[config.mk]
export PLATFORM = sky130hd
export DESIGN_NAME = svbb_queue
export DESIGN_NICKNAME = d
export VERILOG_FILES = /design/src/rtl/skinned_vertex_bounding_box_assert.svh /design/src/rtl/svbb_pkg.sv /design/src/rtl/svbb_queue.sv
export SDC_FILE = /design/constraint.sdc
export NUM_CORES = 1
export LEC_CHECK = 0
export BUFFER_PORTS_ARGS = -buffer_cell sky130_fd_sc_hd__clkbuf_2
export CORE_AREA = 5 5 191 193
export CTS_CLUSTER_SIZE = 24
export DETAILED_ROUTE_END_ITERATION = 10
export DIE_AREA = 0 0 196 198
export PLACE_DENSITY = 0.91
export SLEW_MARGIN = 20
export SYNTH_ARGS = -nofsm -noshare
export SYNTH_HDL_FRONTEND = slang
export SYNTH_SLANG_ARGS = --single-unit
[constraint.sdc]
create_clock -name clk -period 17.5 [get_ports clk]
set_input_delay 4.375 -clock clk [delete_from_list [all_inputs] [get_ports clk]]
set_output_delay 4.375 -clock clk [all_outputs]
set_load 0.005 [all_outputs]
[src/rtl/skinned_vertex_bounding_box_assert.svh]
// Assertion macros used by the skinned vertex bounding box back end.
`ifndef SKINNED_VERTEX_BOUNDING_BOX_ASSERT_SVH
`define SKINNED_VERTEX_BOUNDING_BOX_ASSERT_SVH

// Same-cycle implication, disabled while reset is asserted.
`define SVBB_ASSERT_IMPLY(lbl, ante, cons, msg) \
	lbl: assert property (@(posedge clk) disable iff (!arst_n) (ante) |-> (cons)) \
		else $error(msg);

// Next-cycle implication, disabled while reset is asserted.
`define SVBB_ASSERT_NEXT(lbl, ante, cons, msg) \
	lbl: assert property (@(posedge clk) disable iff (!arst_n) (ante) |=> (cons)) \
		else $error(msg);

`endif

[src/rtl/svbb_pkg.sv]
// Shared types and constants of the skinned vertex bounding box.
package svbb_pkg;

	localparam int COORD_W  = 32;
	localparam int WEIGHT_W = 17;
	localparam int WIDX_W   = 12;
	localparam int CFG_W    = 3;
	localparam int SLOT_W   = 8;
	localparam int NINF     = 4;

	localparam logic [CFG_W-1:0] INFLUENCES_RESET = 3'd4;

	typedef enum logic [1:0] {
		CMD_LOAD   = 2'd0,
		CMD_VERTEX = 2'd1,
		CMD_CLEAR  = 2'd2,
		CMD_NONE   = 2'd3
	} cmd_t;

	typedef enum logic [1:0] {
		KIND_LOAD,
		KIND_VERTEX,
		KIND_CLEAR,
		KIND_NOP
	} kind_t;

	typedef struct packed {
		kind_t                                  kind;
		logic signed [COORD_W-1:0]              pos_x;
		logic signed [COORD_W-1:0]              pos_y;
		logic signed [COORD_W-1:0]              pos_z;
		logic [NINF-1:0][SLOT_W-1:0]            slots;
		logic [NINF-1:0][WEIGHT_W-1:0]          weights;
		logic [1:0]                             last_inf;
		logic [WIDX_W-1:0]                      word_index;
		logic signed [COORD_W-1:0]              word_value;
	} job_t;

endpackage

[src/rtl/svbb_queue.sv]
// Two-entry queue between the front end and the back end.
module svbb_queue (
	input  logic           clk,
	input  logic           arst_n,
	input  logic           push_valid,
	output logic           push_ready,
	input  svbb_pkg::job_t push_data,
	output logic           pop_valid,
	input  logic           pop_ready,
	output svbb_pkg::job_t pop_data
);
	import svbb_pkg::*;

	localparam int DEPTH = 2;

	job_t       slot_q [DEPTH];
	logic       wr_ptr_q;
	logic       rd_ptr_q;
	logic [1:0] count_q;
	logic       push_fire;
	logic       pop_fire;

	assign push_ready = (count_q != 2'(DEPTH));
	assign pop_valid  = (count_q != '0);
	assign pop_data   = slot_q[rd_ptr_q];
	assign push_fire  = push_valid && push_ready;
	assign pop_fire   = pop_valid && pop_ready;

	// Store an entry on each push transfer
	always_ff @(posedge clk) begin
		if (push_fire) begin
			slot_q[wr_ptr_q] <= push_data;
		end
	end

	// Advance pointers and fill count
	always_ff @(posedge clk or negedge arst_n) begin
		if (!arst_n) begin
			wr_ptr_q <= 1'b0;
			rd_ptr_q <= 1'b0;
			count_q  <= '0;
		end else begin
			if (push_fire) wr_ptr_q <= ~wr_ptr_q;
			if (pop_fire)  rd_ptr_q <= ~rd_ptr_q;
			if (push_fire && !pop_fire) begin
				count_q <= count_q + 2'd1;
			end else if (pop_fire && !push_fire) begin
				count_q <= count_q - 2'd1;
			end
		end
	end

endmodule

==> flow_metrics.py <==
metrics = {
    "critical_path": {
        "crit_type": "reg -> out",
        "crit-reg2reg-capture": "slot_q[1][147]",
        "cp-end-kind": "output pin",
        "crit_arrival_ns": 3.77,
        "worst-path-max-fanout": 68,
        "crit_end": "pop_data[102]",
        "worst-r2r-setup-slack_ns": 14.26,
        "crit_path_start_kind": "register",
        "timing.rr.start": "count_q[0]",
        "reg2reg_depth": 4,
        "crit_required_ns": 13.12,
        "startpoint": "rd_ptr_q",
    },
    "synthesis": {
        "async_reset_ff_share_pct": 0.813,
        "synth_edf_count": 488,
        "ys_seq_area_share_pct": 82.0,
        "ys_types": 16,
        "synth_area_sq_mm": 0.0180,
        "syn_area_per_cell_sq_um": 23.1,
        "yosysTopAreaCell": "edfxtp_1",
        "postSynthCellCount": 777,
        "yosys_most_used_dff": "edfxtp_1",
        "yosys.cell_count.top_type": "edfxtp_1",
        "synthTopCellsByArea": "edfxtp_1 81%, mux2_2 12%, mux2_4 4.2%",
        "synth_seq_cells": 492,
        "ys_warn_count": 0,
        "synth.top_cells.by_count": "488 x edfxtp_1, 194 x mux2_2, 50 x mux2_4",
        "synth_top_area_share_pct": 81.5,
        "syn_nets": 1026,
    },
    "timing": {
        "grt_setup_unrepaired": "no",
        "timing.hold.ws_ns": 0.495,
        "skew_ns": 0.0142,
        "setup_tns_ns": 0,
        "hold_viol_final": 0,
        "drv_slew": 0,
        "max_freq_mhz": 123,
        "finalCriticalPeriod_ns": 8.15,
        "setup_viol": 0,
        "min_period_over_period_pct": 46.6,
        "worst_slew_pin_slew_ns": 1.09,
        "slew_headroom_pct": 27.1,
    },
    "die": {
        "die_y_microns": 198,
        "die-area_sq_mm": 0.0388,
        "ios": 494,
        "initial_utilization_pct": 52.3,
        "row_count": 68,
        "die_w_microns": 196,
        "core_sq_mm": 0.0344,
    },
    "detailed_routing": {
        "first_pass_iters": 4,
        "antenna_left": 0,
        "wl_per_cell_microns": 22.4,
        "finalWirelength_microns": 40200,
        "drc": 0,
        "via_per_inst": 5.18,
        "num_vias": 9301,
        "drt_iter0_drc": 381,
    },
    "power": {
        "total_power_mw": 3.72,
        "leakage_nw": 8.64,
        "ir_drop_uv": 126,
        "power_density_mw_per_mm2": 166,
    },
    "cts": {
        "clk_latency_ns": 0.54,
        "cts_max_level": 2,
        "cts_tree": "yes",
        "cts-resized-gates": 0,
        "ctsLongestPathBuffers": 3,
        "post_cts_buffers": 0,
        "cts_hold_buf": 0,
        "cts_root_buf": "clkbuf_16",
        "clkSinkCount": 492,
        "cts_buffers": 46,
        "clk_pin_slew_ns": 0.06,
    },
    "global_route": {
        "grt_max_degree": 82,
        "globalRouteOverflowTotal": 0,
        "grt_pass1_wl_microns": 58400,
        "grt_util_all_layers_pct": 19.7,
        "antenna_found_initial": 3,
        "grt_pass1_vias": 9935,
    },
    "layout": {
        "final_util_pct": 65.3,
        "fillCellCount": 2209,
        "multiInputGateArea_sq_mm": 0.00304,
        "area_growth_pct": 24.9,
        "drive_above_1_share_pct": 61.4,
        "seqCellArea_sq_mm": 0.0148,
        "nets": 1550,
        "fin_area_sq_mm": 0.0225,
    },
    "run_status": {
        "status": "complete, no violations",
    },
    "placement": {
        "placed_area_sq_mm": 0.0209,
        "port_buffers": 493,
        "gp_congestion": 0.874,
        "place_hpwl_microns": 27900,
    },
    "flow_run": {
        "maxCapViolCount": 0,
    },
    "hold_path": {
        "hp-class": "reg -> reg",
    },
}
==> routing by layer <==
layer  wire (microns)  global-route usage, %  vias up  share of wire [%]
met1            13900                   22.5     4594                 35
met4             1270                   6.96        2                3.2
met3             3630                   5.96       83                9.0
met5                7                      0        -              0.017
met2            21300                   35.3      465                 53
li1                 -                      -     4157                  -
==> critical path, cell delays in order, from the launching register on <==
cell,delay (ns)
dfrtp_4,0.93
buf_4,0.77
buf_4,0.83
mux2_2,0.43
clkbuf_2,0.12
==> power breakdown <==
group          leakage (nW)  switching [mW]  total [mW]  internal [mW]
clock                 0.742           0.409       0.993          0.584
sequential             4.58          0.0953        1.71           1.62
combinational          3.32           0.512        1.01          0.501
==> cell usage in the layout (no fill, tap or decap), types with 2 or more instances in the layout <==
| master | n |
|---|---|
| buf_4 | 9 |
| bufinv_16 | 5 |
| clkbuf_1 | 7 |
| clkbuf_16 | 49 |
| clkbuf_2 | 493 |
| clkinv_1 | 7 |
| clkinv_2 | 10 |
| clkinv_4 | 2 |
| clkinvlp_4 | 4 |
| dfrtp_1 | 3 |
| diode_2 | 2 |
| edfxtp_1 | 488 |
| mux2_2 | 194 |
| mux2_4 | 50 |
| nand2_1 | 2 |
| xnor2_1 | 3 |
| xor2_1 | 2 |
==> sequential cells by signal, summed over array words and instances (netlist names) <==
| name | cells |
|---|---|
| rd_ptr_q | 1 |
| count_q | 2 |
| wr_ptr_q | 1 |
| slot_q | 488 |
==> worst min-delay path by stage <==
stage                           from         end  slack (ns)  cells past startpoint
after detailed placement  count_q[1]  count_q[1]        0.49                      1
after CTS                 count_q[1]  count_q[1]        0.50                      1
after global placement    count_q[1]  count_q[1]        0.47                      1
after floorplan           count_q[1]  count_q[1]        0.46                      1
after global routing      count_q[1]  count_q[1]        0.54                      1
final                     count_q[1]  count_q[1]        0.50                      1
==> metrics by stage <==
stage                     std cells  setup WS, ns
after detailed placement       1707          9.92
after global placement         1707         10.02
after global routing           1794          9.19
after CTS                      1791          9.33
after floorplan                 777          2.07
final                          1794          9.35
==> logic make-up after synthesis <==
| group | synth area share, % |
|---|---|
| adders and majority gates | 0.0696 |
| and+or+nand+nor | 0.188 |
| buffers and inverters | 1.13 |
| muxes | 16.3 |
| xor gates and xnor gates | 0.244 |
| DFF | 82.0 |
==> area by class of cell <==
| type | instances | area share (%) |
|---|---|---|
| Sequential cell | 492 | 65.7 |
| Antenna cell | 2 | 0.0223 |
| Timing Repair Buffer | 503 | 11.4 |
| Tap cell | 455 | 2.54 |
| Multi-Input combinational cell | 257 | 13.5 |
| Clock buffer | 56 | 5.58 |
| Inverter | 1 | 0.0167 |
| Clock inverter | 28 | 1.22 |
(Power assumes the default switching activity.)
