**src/rtl/skinned_vertex_bounding_box_assert.svh**
```systemverilog
// Assertion macros used by the skinned vertex bounding box back end.
`ifndef SKINNED_VERTEX_BOUNDING_BOX_ASSERT_SVH
`define SKINNED_VERTEX_BOUNDING_BOX_ASSERT_SVH

// Same-cycle implication, disabled while reset is asserted.
`define SVBB_ASSERT_IMPLY(lbl, ante, cons, msg) \
	lbl: assert property (@(posedge clk) disable iff (!arst_n) (ante) |-> (cons)) \
		else $error(msg);

// Next-cycle implication, disabled while reset is asserted.
`define SVBB_ASSERT_NEXT(lbl, ante, cons, msg) \
	lbl: assert property (@(posedge clk) disable iff (!arst_n) (ante) |=> (cons)) \
		else $error(msg);

`endif

```
**src/rtl/svbb_pkg.sv**
```systemverilog
// Shared types and constants of the skinned vertex bounding box.
package svbb_pkg;

	localparam int COORD_W  = 32;
	localparam int WEIGHT_W = 17;
	localparam int WIDX_W   = 12;
	localparam int CFG_W    = 3;
	localparam int SLOT_W   = 8;
	localparam int NINF     = 4;

	localparam logic [CFG_W-1:0] INFLUENCES_RESET = 3'd4;

	typedef enum logic [1:0] {
		CMD_LOAD   = 2'd0,
		CMD_VERTEX = 2'd1,
		CMD_CLEAR  = 2'd2,
		CMD_NONE   = 2'd3
	} cmd_t;

	typedef enum logic [1:0] {
		KIND_LOAD,
		KIND_VERTEX,
		KIND_CLEAR,
		KIND_NOP
	} kind_t;

	typedef struct packed {
		kind_t                                  kind;
		logic signed [COORD_W-1:0]              pos_x;
		logic signed [COORD_W-1:0]              pos_y;
		logic signed [COORD_W-1:0]              pos_z;
		logic [NINF-1:0][SLOT_W-1:0]            slots;
		logic [NINF-1:0][WEIGHT_W-1:0]          weights;
		logic [1:0]                             last_inf;
		logic [WIDX_W-1:0]                      word_index;
		logic signed [COORD_W-1:0]              word_value;
	} job_t;

endpackage

```
**src/rtl/svbb_if.sv**
```systemverilog
// Channel interfaces of the skinned vertex bounding box.
interface svbb_in_if;
	import svbb_pkg::*;
	logic                      valid;
	logic                      ready;
	logic [1:0]                command;
	logic signed [COORD_W-1:0] pos_x;
	logic signed [COORD_W-1:0] pos_y;
	logic signed [COORD_W-1:0] pos_z;
	logic [31:0]               bone_indices;
	logic [WEIGHT_W-1:0]       weight_0;
	logic [WEIGHT_W-1:0]       weight_1;
	logic [WEIGHT_W-1:0]       weight_2;
	logic [WEIGHT_W-1:0]       weight_3;
	logic [WIDX_W-1:0]         matrix_word_index;
	logic signed [COORD_W-1:0] matrix_word_value;
	modport source (output valid, command, pos_x, pos_y, pos_z, bone_indices,
		weight_0, weight_1, weight_2, weight_3, matrix_word_index,
		matrix_word_value, input ready);
	modport sink (input valid, command, pos_x, pos_y, pos_z, bone_indices,
		weight_0, weight_1, weight_2, weight_3, matrix_word_index,
		matrix_word_value, output ready);
endinterface


interface svbb_cfg_if;
	import svbb_pkg::*;
	logic             valid;
	logic             ready;
	logic [CFG_W-1:0] data;
	modport source (output valid, data, input ready);
	modport sink (input valid, data, output ready);
endinterface

```
**src/rtl/svbb_front.sv**
```systemverilog
// Front end: influence register, command decode and weight masking.
module svbb_front #(
	parameter int MAX_BONES      = 256,
	parameter int MAX_INFLUENCES = 4
) (
	input  logic          clk,
	input  logic          arst_n,
	svbb_in_if.sink       items,
	svbb_cfg_if.sink      cfg,
	output logic          push_valid,
	input  logic          push_ready,
	output svbb_pkg::job_t push_data
);
	import svbb_pkg::*;

	logic [CFG_W-1:0] influences_q;
	logic [CFG_W-1:0] n_eff;

	// Hold the influence count; always take a configuration transfer
	assign cfg.ready = 1'b1;

	always_ff @(posedge clk or negedge arst_n) begin
		if (!arst_n) begin
			influences_q <= INFLUENCES_RESET;
		end else if (cfg.valid) begin
			influences_q <= cfg.data;
		end
	end

	// Clamp the count to the supported range
	always_comb begin
		if (influences_q == '0) begin
			n_eff = 3'd1;
		end else if (influences_q > 3'(MAX_INFLUENCES)) begin
			n_eff = 3'(MAX_INFLUENCES);
		end else begin
			n_eff = influences_q;
		end
	end

	assign push_valid  = items.valid;
	assign items.ready = push_ready;

	// Classify the item and drop influences of slots beyond the store
	always_comb begin
		push_data            = '0;
		push_data.pos_x      = items.pos_x;
		push_data.pos_y      = items.pos_y;
		push_data.pos_z      = items.pos_z;
		push_data.word_index = items.matrix_word_index;
		push_data.word_value = items.matrix_word_value;
		push_data.last_inf   = 2'(n_eff - 3'd1);
		for (int k = 0; k < NINF; k++) begin
			push_data.slots[k] = items.bone_indices[8*k +: 8];
		end
		push_data.weights[0] = items.weight_0;
		push_data.weights[1] = items.weight_1;
		push_data.weights[2] = items.weight_2;
		push_data.weights[3] = items.weight_3;
		for (int k = 0; k < NINF; k++) begin
			if ({1'b0, push_data.slots[k]} >= 9'(MAX_BONES)) begin
				push_data.weights[k] = '0;
			end
		end
		unique case (cmd_t'(items.command))
			CMD_LOAD:   push_data.kind = KIND_LOAD;
			CMD_VERTEX: push_data.kind = KIND_VERTEX;
			CMD_CLEAR:  push_data.kind = KIND_CLEAR;
			default:    push_data.kind = KIND_NOP;
		endcase
	end

endmodule

```
**src/flat_wrapper.sv**
```systemverilog
// flat-port wrapper written by rule: the top's interface ports become plain ports
module svbb_front_flat import svbb_pkg::*;
#(
	parameter int MAX_BONES      = 256,
	parameter int MAX_INFLUENCES = 4
)
  (clk, arst_n, push_valid, push_ready, push_data, items_valid, items_command, items_pos_x, items_pos_y, items_pos_z, items_bone_indices, items_weight_0, items_weight_1, items_weight_2, items_weight_3, items_matrix_word_index, items_matrix_word_value, items_ready, cfg_valid, cfg_data, cfg_ready);
  svbb_in_if items_i ();
  svbb_cfg_if cfg_i ();
  input  logic clk;
  input  logic arst_n;
  output logic push_valid;
  input  logic push_ready;
  output svbb_pkg::job_t push_data;
  input wire logic [$bits(items_i.valid)-1:0] items_valid;
  input wire logic [$bits(items_i.command)-1:0] items_command;
  input wire logic [$bits(items_i.pos_x)-1:0] items_pos_x;
  input wire logic [$bits(items_i.pos_y)-1:0] items_pos_y;
  input wire logic [$bits(items_i.pos_z)-1:0] items_pos_z;
  input wire logic [$bits(items_i.bone_indices)-1:0] items_bone_indices;
  input wire logic [$bits(items_i.weight_0)-1:0] items_weight_0;
  input wire logic [$bits(items_i.weight_1)-1:0] items_weight_1;
  input wire logic [$bits(items_i.weight_2)-1:0] items_weight_2;
  input wire logic [$bits(items_i.weight_3)-1:0] items_weight_3;
  input wire logic [$bits(items_i.matrix_word_index)-1:0] items_matrix_word_index;
  input wire logic [$bits(items_i.matrix_word_value)-1:0] items_matrix_word_value;
  output wire logic [$bits(items_i.ready)-1:0] items_ready;
  input wire logic [$bits(cfg_i.valid)-1:0] cfg_valid;
  input wire logic [$bits(cfg_i.data)-1:0] cfg_data;
  output wire logic [$bits(cfg_i.ready)-1:0] cfg_ready;
  assign items_i.valid = items_valid;
  assign items_i.command = items_command;
  assign items_i.pos_x = items_pos_x;
  assign items_i.pos_y = items_pos_y;
  assign items_i.pos_z = items_pos_z;
  assign items_i.bone_indices = items_bone_indices;
  assign items_i.weight_0 = items_weight_0;
  assign items_i.weight_1 = items_weight_1;
  assign items_i.weight_2 = items_weight_2;
  assign items_i.weight_3 = items_weight_3;
  assign items_i.matrix_word_index = items_matrix_word_index;
  assign items_i.matrix_word_value = items_matrix_word_value;
  assign items_ready = items_i.ready;
  assign cfg_i.valid = cfg_valid;
  assign cfg_i.data = cfg_data;
  assign cfg_ready = cfg_i.ready;
  svbb_front #(.MAX_BONES(MAX_BONES), .MAX_INFLUENCES(MAX_INFLUENCES)) u_core (.clk(clk), .arst_n(arst_n), .items(items_i), .cfg(cfg_i), .push_valid(push_valid), .push_ready(push_ready), .push_data(push_data));
endmodule
```
**config.mk**
```make
export PLATFORM = sky130hd
export DESIGN_NAME = svbb_front_flat
export DESIGN_NICKNAME = d
export VERILOG_FILES = /design/src/rtl/skinned_vertex_bounding_box_assert.svh /design/src/rtl/svbb_pkg.sv /design/src/rtl/svbb_if.sv /design/src/rtl/svbb_front.sv /design/src/flat_wrapper.sv
export SDC_FILE = /design/constraint.sdc
export NUM_CORES = 1
export LEC_CHECK = 0
export BUFFER_PORTS_ARGS = -buffer_cell sky130_fd_sc_hd__buf_2
export CAP_MARGIN = 20
export CORE_AREA = 2 2 193 195
export CTS_BUF_LIST = sky130_fd_sc_hd__clkbuf_8
export DETAILED_ROUTE_END_ITERATION = 10
export DIE_AREA = 0 0 195 197
export GPL_TIMING_DRIVEN = 1
export SYNTH_ARGS = -nofsm -noshare
export SYNTH_HDL_FRONTEND = slang
export SYNTH_SLANG_ARGS = --single-unit
```
**constraint.sdc**
```tcl
create_clock -name clk -period 1.9 [get_ports clk]
set_input_delay 0 -clock clk [delete_from_list [all_inputs] [get_ports clk]]
set_output_delay 0 -clock clk [all_outputs]
set_load 0.02 [all_outputs]
```
==> PnR_summary.wiki, run 1 <==
{| class="wikitable"
! Metric !! Value
|-
| Result of the run || completed
|-
| Critical path capture point type || primary output
|-
| Unrepaired setup endpoints after global routing || no
|-
| Post-route worst hold slack || 0.00777 ps
|-
| Hold/Removal Path Class || input port to primary output
|-
| Met3 GRT Util || 0.0599
|-
| Number of nets still failing antenna checks after routing || 0
|-
| Largest register FFs || 3
|-
| Kind of cell adding the most delay to the critical path || flip-flops
|-
| Kind of critical path || flip-flop to primary output
|-
| Synthesized netlist cell count || 256
|-
| Detail Placement HPWL || 7.78 mm
|-
| Routing usage on met2 || 0.0565
|-
| Leak || 0.132 nW
|-
| CORE AREA || 36,300 µm²
|-
| Clock tree buffer depth || 2
|-
| Initial core utilization || 0.0543
|-
| Net count reported at finish || 274
|-
| Clock H-tree levels || 1
|-
| Floorplan die area || 38,400 µm²
|-
| Total grt overflow || 0
|-
| Required time at the worst-slack endpoint || 1900 ps
|-
| Synth Area per Inst || 7.69 µm²
|-
| Fmax || 951 MHz
|-
| Root buffer selected by CTS || sky130_fd_sc_hd__clkbuf_8
|-
| Max-cap viol count || 0
|-
| Data arrival time at the worst-slack endpoint || 1050 ps
|-
| Core utilization of the finished layout || 0.0224
|-
| Count of state elements after synthesis || 3
|-
| Worst Path Max Fanout || 3
|-
| Pin count of the biggest net entering global routing || 5
|-
| Syn Nets || 506
|-
| Post-route standard cell area excluding fillers || 813 µm²
|-
| Floorplan die height || 197 µm
|-
| Setup_tns || 0 ps
|-
| Cell Rows || 70
|-
| Weighted congestion reported at the end of routability-driven placement || 0.485
|-
| Count of input and output buffers || 7
|-
| Ys Warns || 0
|-
| # fillers || 4,389
|-
| Largest registers || u_core.influences_q x3
|-
| Final count of hold timing violations || 0
|-
| Via count of the first global-routing pass || 732
|-
| Global route hottest layer || met4
|-
| Total power density per cell area || 370 nW/µm²
|-
| Netlist Area Pre-Place || 1970 µm²
|-
| Final antenna diode count || 0
|-
| Tot GR Track Use || 0.0424
|-
| Detailed-route wire length per cell || 18.3 µm
|-
| Horizontal die dimension || 195 µm
|-
| CP Cell Sequence || a21o_1 > buf_2
|-
| Clock period minus final worst setup slack || 1050 ps
|-
| Routed vias || 577
|-
| Maximum clock skew at final layout || 0 ps
|-
| Global-route wire length before repair || 9.85 mm
|-
| Crit path largest cell delay || 530 ps
|-
| Worst VDD drop || 0.409 mV
|-
| Num CTS Buffers || 3
|-
| Remaining design rule violation count || 0
|-
| Post-Route WL || 8.99 mm
|-
| Count of cell types in the netlist || 10
|-
| Fraction of final layout cells with drive strength greater than 1 || 0.565
|-
| Average via count per standard cell || 1.18
|-
| GRT met1 Usage || 0.0160
|-
| Post-CTS repair timing setup buffer count || 0
|-
| Slowest cell on the critical path || sky130_fd_sc_hd__dfstp_2
|-
| Final slew viol count || 0
|-
| Instance area at placement || 758 µm²
|-
| Ratio of final minimum period to clock period || 0.554
|-
| Clock net sink count || 3
|-
| Proportion of synthesized chip area in sequential cells || 0.0388
|-
| Buffers & Inverters on Critical Path || 1
|-
| Top reg by flops || u_core.influences_q
|-
| Post-synthesis to final-layout area growth || -58.7%
|-
| Num ports || 497
|-
| Clock Latency Late Sink || 220 ps
|-
| Final setup fails || 0
|-
| CTS tree || built
|-
| Critical Path Start Type || flip-flop
|-
| Initial antenna violation count || 2
|-
| Drt first pass iters || 2
|-
| CTS clock-pin slew for the worst setup and hold paths || 30 ps
|-
| Iter 0 DRT Violations || 13
|}
-- final timing paths --
check | from | end | slack [ps] | cells past startpoint
max in group asynchronous | arst_n | u_core.influences_q[2] | 1490 | 2
hold / removal | items_pos_y[2] | push_data[180] | 0.008 | 0
setup reg to reg | u_core.influences_q[1] | u_core.influences_q[1] | 1120 | 1
setup / recovery | u_core.influences_q[2] | push_data[45] | 850 | 2
hold reg to reg | u_core.influences_q[0] | u_core.influences_q[0] | 550 | 2
min in group asynchronous | arst_n | u_core.influences_q[0] | 210 | 2
-- logic make-up after synthesis --
family | count (synthesis) | share of synthesized area
compound gates | 3 | 0.0102
buf+inv | 246 | 0.932
flops | 3 | 0.0388
mux | 2 | 0.0152
other cells | 1 | 0.00190
simple gates | 1 | 0.00190
-- through the flow --
stage                     power [mW]  setup slack [ps]  instances
final                          0.301               848        491
after global routing           0.319               815        491
after CTS                      0.308               834        491
after detailed placement       0.122              1070        486
after global placement         0.121              1060        486
after floorplan                0.849              1150        256
-- cell usage after synthesis --
cell type / number / area (µm²)
sky130_fd_sc_hd__buf_4: 243 / 1820
sky130_fd_sc_hd__nand2_1: 1 / 3.75
sky130_fd_sc_hd__clkbuf_1: 2 / 7.51
sky130_fd_sc_hd__inv_1: 1 / 3.75
sky130_fd_sc_hd__a21o_1: 2 / 15.0
sky130_fd_sc_hd__o21ai_1: 1 / 5.00
sky130_fd_sc_hd__dfstp_2: 1 / 26.3
sky130_fd_sc_hd__dfrtp_1: 2 / 50.1
sky130_fd_sc_hd__conb_1: 1 / 3.75
sky130_fd_sc_hd__mux2_4: 2 / 30.0
-- report_power, final --
part           internal, mW  switching [mW]
sequential           0.0723         0.00450
clock                 0.137          0.0412
combinational        0.0191          0.0268
total                 0.229          0.0725
-- cell usage in the layout (no fill, tap or decap) --
cell	instances
sky130_fd_sc_hd__o21ai_1	1
sky130_fd_sc_hd__a21o_1	2
sky130_fd_sc_hd__nand2_1	1
sky130_fd_sc_hd__mux2_4	2
sky130_fd_sc_hd__inv_1	2
sky130_fd_sc_hd__dfrtp_1	2
sky130_fd_sc_hd__buf_2	7
sky130_fd_sc_hd__dfstp_2	1
sky130_fd_sc_hd__conb_1	1
sky130_fd_sc_hd__clkbuf_8	3
sky130_fd_sc_hd__dlygate4sd3_1	1
-- repair_timing --
item	CTS	global route
endpoints found under the hold margin	3	0
hold buffers	1	0
gates resized for setup	0	0
-- final cells by class --
class                           instances  area (µm²)  share of cell area
Inverter                                1        3.75             0.00462
Timing Repair Buffer                    8        45.0              0.0554
Clock inverter                          1        3.75             0.00462
Multi-Input combinational cell          7        57.6              0.0708
Sequential cell                         3        76.3              0.0938
Clock buffer                            3        41.3              0.0508
Tap cell                              468         586               0.720
-- per-layer routing --
layer | routed length, µm | up-vias
met5 | 0 | -
met1 | 1150 | 123
met3 | 2970 | 122
met4 | 1340 | 0
met2 | 3530 | 274
li1 | - | 58
Note: power is estimated with default switching activity, not from simulation.
==> inputs of run 2 (changes only) <==
--- a/config.mk
+++ b/config.mk
@@ -7,10 +7,10 @@
 export LEC_CHECK = 0
 export BUFFER_PORTS_ARGS = -buffer_cell sky130_fd_sc_hd__buf_2
 export CAP_MARGIN = 20
-export CORE_AREA = 2 2 193 195
+export CORE_AREA = 2 2 196 198
 export CTS_BUF_LIST = sky130_fd_sc_hd__clkbuf_8
 export DETAILED_ROUTE_END_ITERATION = 10
-export DIE_AREA = 0 0 195 197
+export DIE_AREA = 0 0 198 200
 export GPL_TIMING_DRIVEN = 1
 export SYNTH_ARGS = -nofsm -noshare
 export SYNTH_HDL_FRONTEND = slang
==> constraint.sdc (replaced) <==
create_clock -name clk -period 1 [get_ports clk]
set_input_delay 0 -clock clk [delete_from_list [all_inputs] [get_ports clk]]
set_output_delay 0 -clock clk [all_outputs]
set_load 0.02 [all_outputs]
==> run 2 against run 1 <==
  * First-iteration DRC count shrank 15%
  * Final area up 8.2%
  * Clock skew unchanged
  * Flip-flop and latch count unchanged
  * Clock power is 88% higher
  * Critical path depth did not move
  * Wire length is 15% lower
  * Die area up 3.1%
  * Global-route usage shrank 0.71 points
  * Via count down 1.0%
==> PnR_summary.wiki, run 2 (synthesis results as in run 1) <==
{| class="wikitable"
! Metric !! Value
|-
| Result of the run || completed (unchanged)
|-
| Pre-CTS WS || 149 ps (was 1070 ps)
|-
| Post-synthesis to final-layout area growth || -55.3% (was -58.7%)
|-
| Clock tree buffer depth || 2 (unchanged)
|-
| Critical path capture point type || primary output (unchanged)
|-
| CTS tree || built (unchanged)
|-
| Data arrival time at the worst-slack endpoint || 980 ps (was 1050 ps)
|-
| Largest registers || u_core.influences_q x3 (unchanged)
|-
| Horizontal die dimension || 198 µm (was 195 µm)
|-
| Final setup fails || 0 (unchanged)
|-
| Weighted congestion reported at the end of routability-driven placement || 0.497 (was 0.485)
|-
| Required time at the worst-slack endpoint || 1000 ps (was 1900 ps)
|-
| Floorplan die height || 200 µm (was 197 µm)
|-
| # fillers || 4,471 (was 4,389)
|-
| Fraction of final layout cells with drive strength greater than 1 || 0.565 (unchanged)
|-
| Total power density per cell area || 656 nW/µm² (was 370 nW/µm²)
|-
| Slowest cell on the critical path || sky130_fd_sc_hd__dfstp_2 (unchanged)
|-
| Count of input and output buffers || 7 (unchanged)
|-
| Cell Rows || 71 (was 70)
|-
| Iter 0 DRT Violations || 11 (was 13)
|-
| Maximum clock skew at final layout || 0 ps (unchanged)
|-
| Worst VDD drop || 0.294 mV (was 0.409 mV)
|-
| Kind of cell adding the most delay to the critical path || flip-flops (unchanged)
|-
| Floorplan die area || 39,600 µm² (was 38,400 µm²)
|-
| Most common library cell in the layout ignoring fill and taps || sky130_fd_sc_hd__buf_2 (unchanged)
|-
| Post-CTS repair timing setup buffer count || 0 (unchanged)
|-
| CP Cell Sequence || a21o_1 > buf_6 (was a21o_1 > buf_2)
|-
| Worst Path Max Fanout || 3 (unchanged)
|-
| Largest register FFs || 3 (unchanged)
|-
| Routed vias || 571 (was 577)
|-
| Pin count of the biggest net entering global routing || 5 (unchanged)
|-
| Core utilization of the finished layout || 0.0235 (was 0.0224)
|-
| Post-Route WL || 7.65 mm (was 8.99 mm)
|-
| Register-to-Register Setup Slack || 220 ps (was 1120 ps)
|-
| Worst R2R Path Depth || 1 (unchanged)
|-
| Via count of the first global-routing pass || 731 (was 732)
|-
| Global-route wire length before repair || 8.34 mm (was 9.85 mm)
|-
| Tot GR Track Use || 0.0352 (was 0.0424)
|-
| Count of cell instances traversed by the critical path || 2 (unchanged)
|-
| Final antenna diode count || 0 (unchanged)
|-
| Num CTS Buffers || 3 (unchanged)
|-
| Drt first pass iters || 4 (was 2)
|-
| CORE AREA || 37,400 µm² (was 36,300 µm²)
|-
| Leak || 0.137 nW (was 0.132 nW)
|-
| Kind of critical path || flip-flop to primary output (unchanged)
|-
| CTS clock-pin slew for the worst setup and hold paths || 30 ps (about the same)
|-
| Clock Latency Late Sink || 210 ps (was 220 ps)
|-
| Root buffer selected by CTS || sky130_fd_sc_hd__clkbuf_8 (unchanged)
|-
| Top reg by flops || u_core.influences_q (unchanged)
|-
| Max-cap viol count || 0 (unchanged)
|-
| Number of nets still failing antenna checks after routing || 0 (unchanged)
|-
| Ratio of final minimum period to clock period || 0.978
|-
| Average via count per standard cell || 1.07 (was 1.18)
|-
| Unrepaired setup endpoints after global routing || yes (was no)
|-
| Detail Placement HPWL || 6.50 mm (was 7.78 mm)
|-
| Total grt overflow || 0 (unchanged)
|-
| Net count reported at finish || 274 (unchanged)
|-
| Clock net sink count || 3 (unchanged)
|-
| Clock period minus final worst setup slack || 978 ps
|-
| Crit path largest cell delay || 530 ps (about the same)
|-
| Initial antenna violation count || 0 (was 2)
|-
| Fmax || 1020 MHz
|-
| Setup WS post-layout || 21.9 ps (was 848 ps)
|-
| Hold/Removal Path Class || input port to primary output (unchanged)
|-
| Buffers & Inverters on Critical Path || 1 (unchanged)
|-
| Num ports || 497 (unchanged)
|-
| Final slew viol count || 0 (unchanged)
|-
| Commonest non-fill, non-tap cells in the layout || sky130_fd_sc_hd__buf_2, sky130_fd_sc_hd__clkbuf_8 (unchanged)
|-
| Initial core utilization || 0.0527 (was 0.0543)
|-
| Critical Path Start Type || flip-flop (unchanged)
|-
| Worst Hold Path Cells || 0 (unchanged)
|-
| Detailed-route wire length per cell || 14.3 µm (was 18.3 µm)
|-
| Remaining design rule violation count || 0 (unchanged)
|-
| Clock H-tree levels || 1 (unchanged)
|-
| Final count of hold timing violations || 0 (unchanged)
|}
[run 2: cell types whose count changed in the layout (fill, tap and decap cells not counted)]
cell,change
sky130_fd_sc_hd__buf_2,-2
sky130_fd_sc_hd__buf_6,+2
[run 2: layout make-up]
type | count | area, µm² | area share
flip-flops and latches | 3 | 76.3 | 0.0868
clock inverters | 1 | 3.75 | 0.00427
repair buffers | 8 | 57.6 | 0.0654
well taps | 511 | 639 | 0.727
clock buffers | 3 | 41.3 | 0.0469
multi-input cells | 7 | 57.6 | 0.0654
inverters | 1 | 3.75 | 0.00427
[run 2: timing repair]
| item | in CTS | in global routing |
|---|---|---|
| hold buffers | 1 | 0 |
| setup endpoints to repair | 2 | 2 |
| endpoints found under the hold margin | 3 | 0 |
| gates resized for setup | 3 | 1 |
[run 2: path summary, 6_finish.rpt]
path | start | to
max in group asynchronous | arst_n | u_core.influences_q[2]
setup reg to reg | u_core.influences_q[1] | u_core.influences_q[1]
hold / removal | items_command[1] | push_data[243]
min in group asynchronous | arst_n | u_core.influences_q[1]
hold reg to reg | u_core.influences_q[1] | u_core.influences_q[1]
setup / recovery | u_core.influences_q[2] | push_data[45]
[run 2: stage by stage]
step | hold slack, ps | cells | area, µm² | TNS (ps) | power [mW]
after floorplan | -296 | 256 | 1970 | 0 | 1.61
after global placement | -201 | 529 | 812 | 0 | 0.225
after detailed placement | -198 | 529 | 812 | 0 | 0.229
after CTS | 0.137 | 534 | 876 | -5.47 | 0.591
after global routing | 0.0293 | 534 | 880 | -40.1 | 0.614
final | 0.00561 | 534 | 880 | 0 | 0.577
[run 2: routing by layer]
layer | up-vias | share of wire | wire length (µm) | track usage
met2 | 254 | 0.38 | 2870 | 0.0411
met3 | 120 | 0.34 | 2570 | 0.0556
li1 | 58 | - | - | -
met5 | - | 0 | 0 | 0
met1 | 139 | 0.13 | 1030 | 0.0143
met4 | 0 | 0.15 | 1180 | 0.0543
[run 2: power breakdown]
group | internal [mW] | switching (mW) | total [mW]
Sequential | 0.137 | 0.00888 | 0.146
Clock | 0.261 | 0.0756 | 0.336
Combinational | 0.0482 | 0.0464 | 0.0946
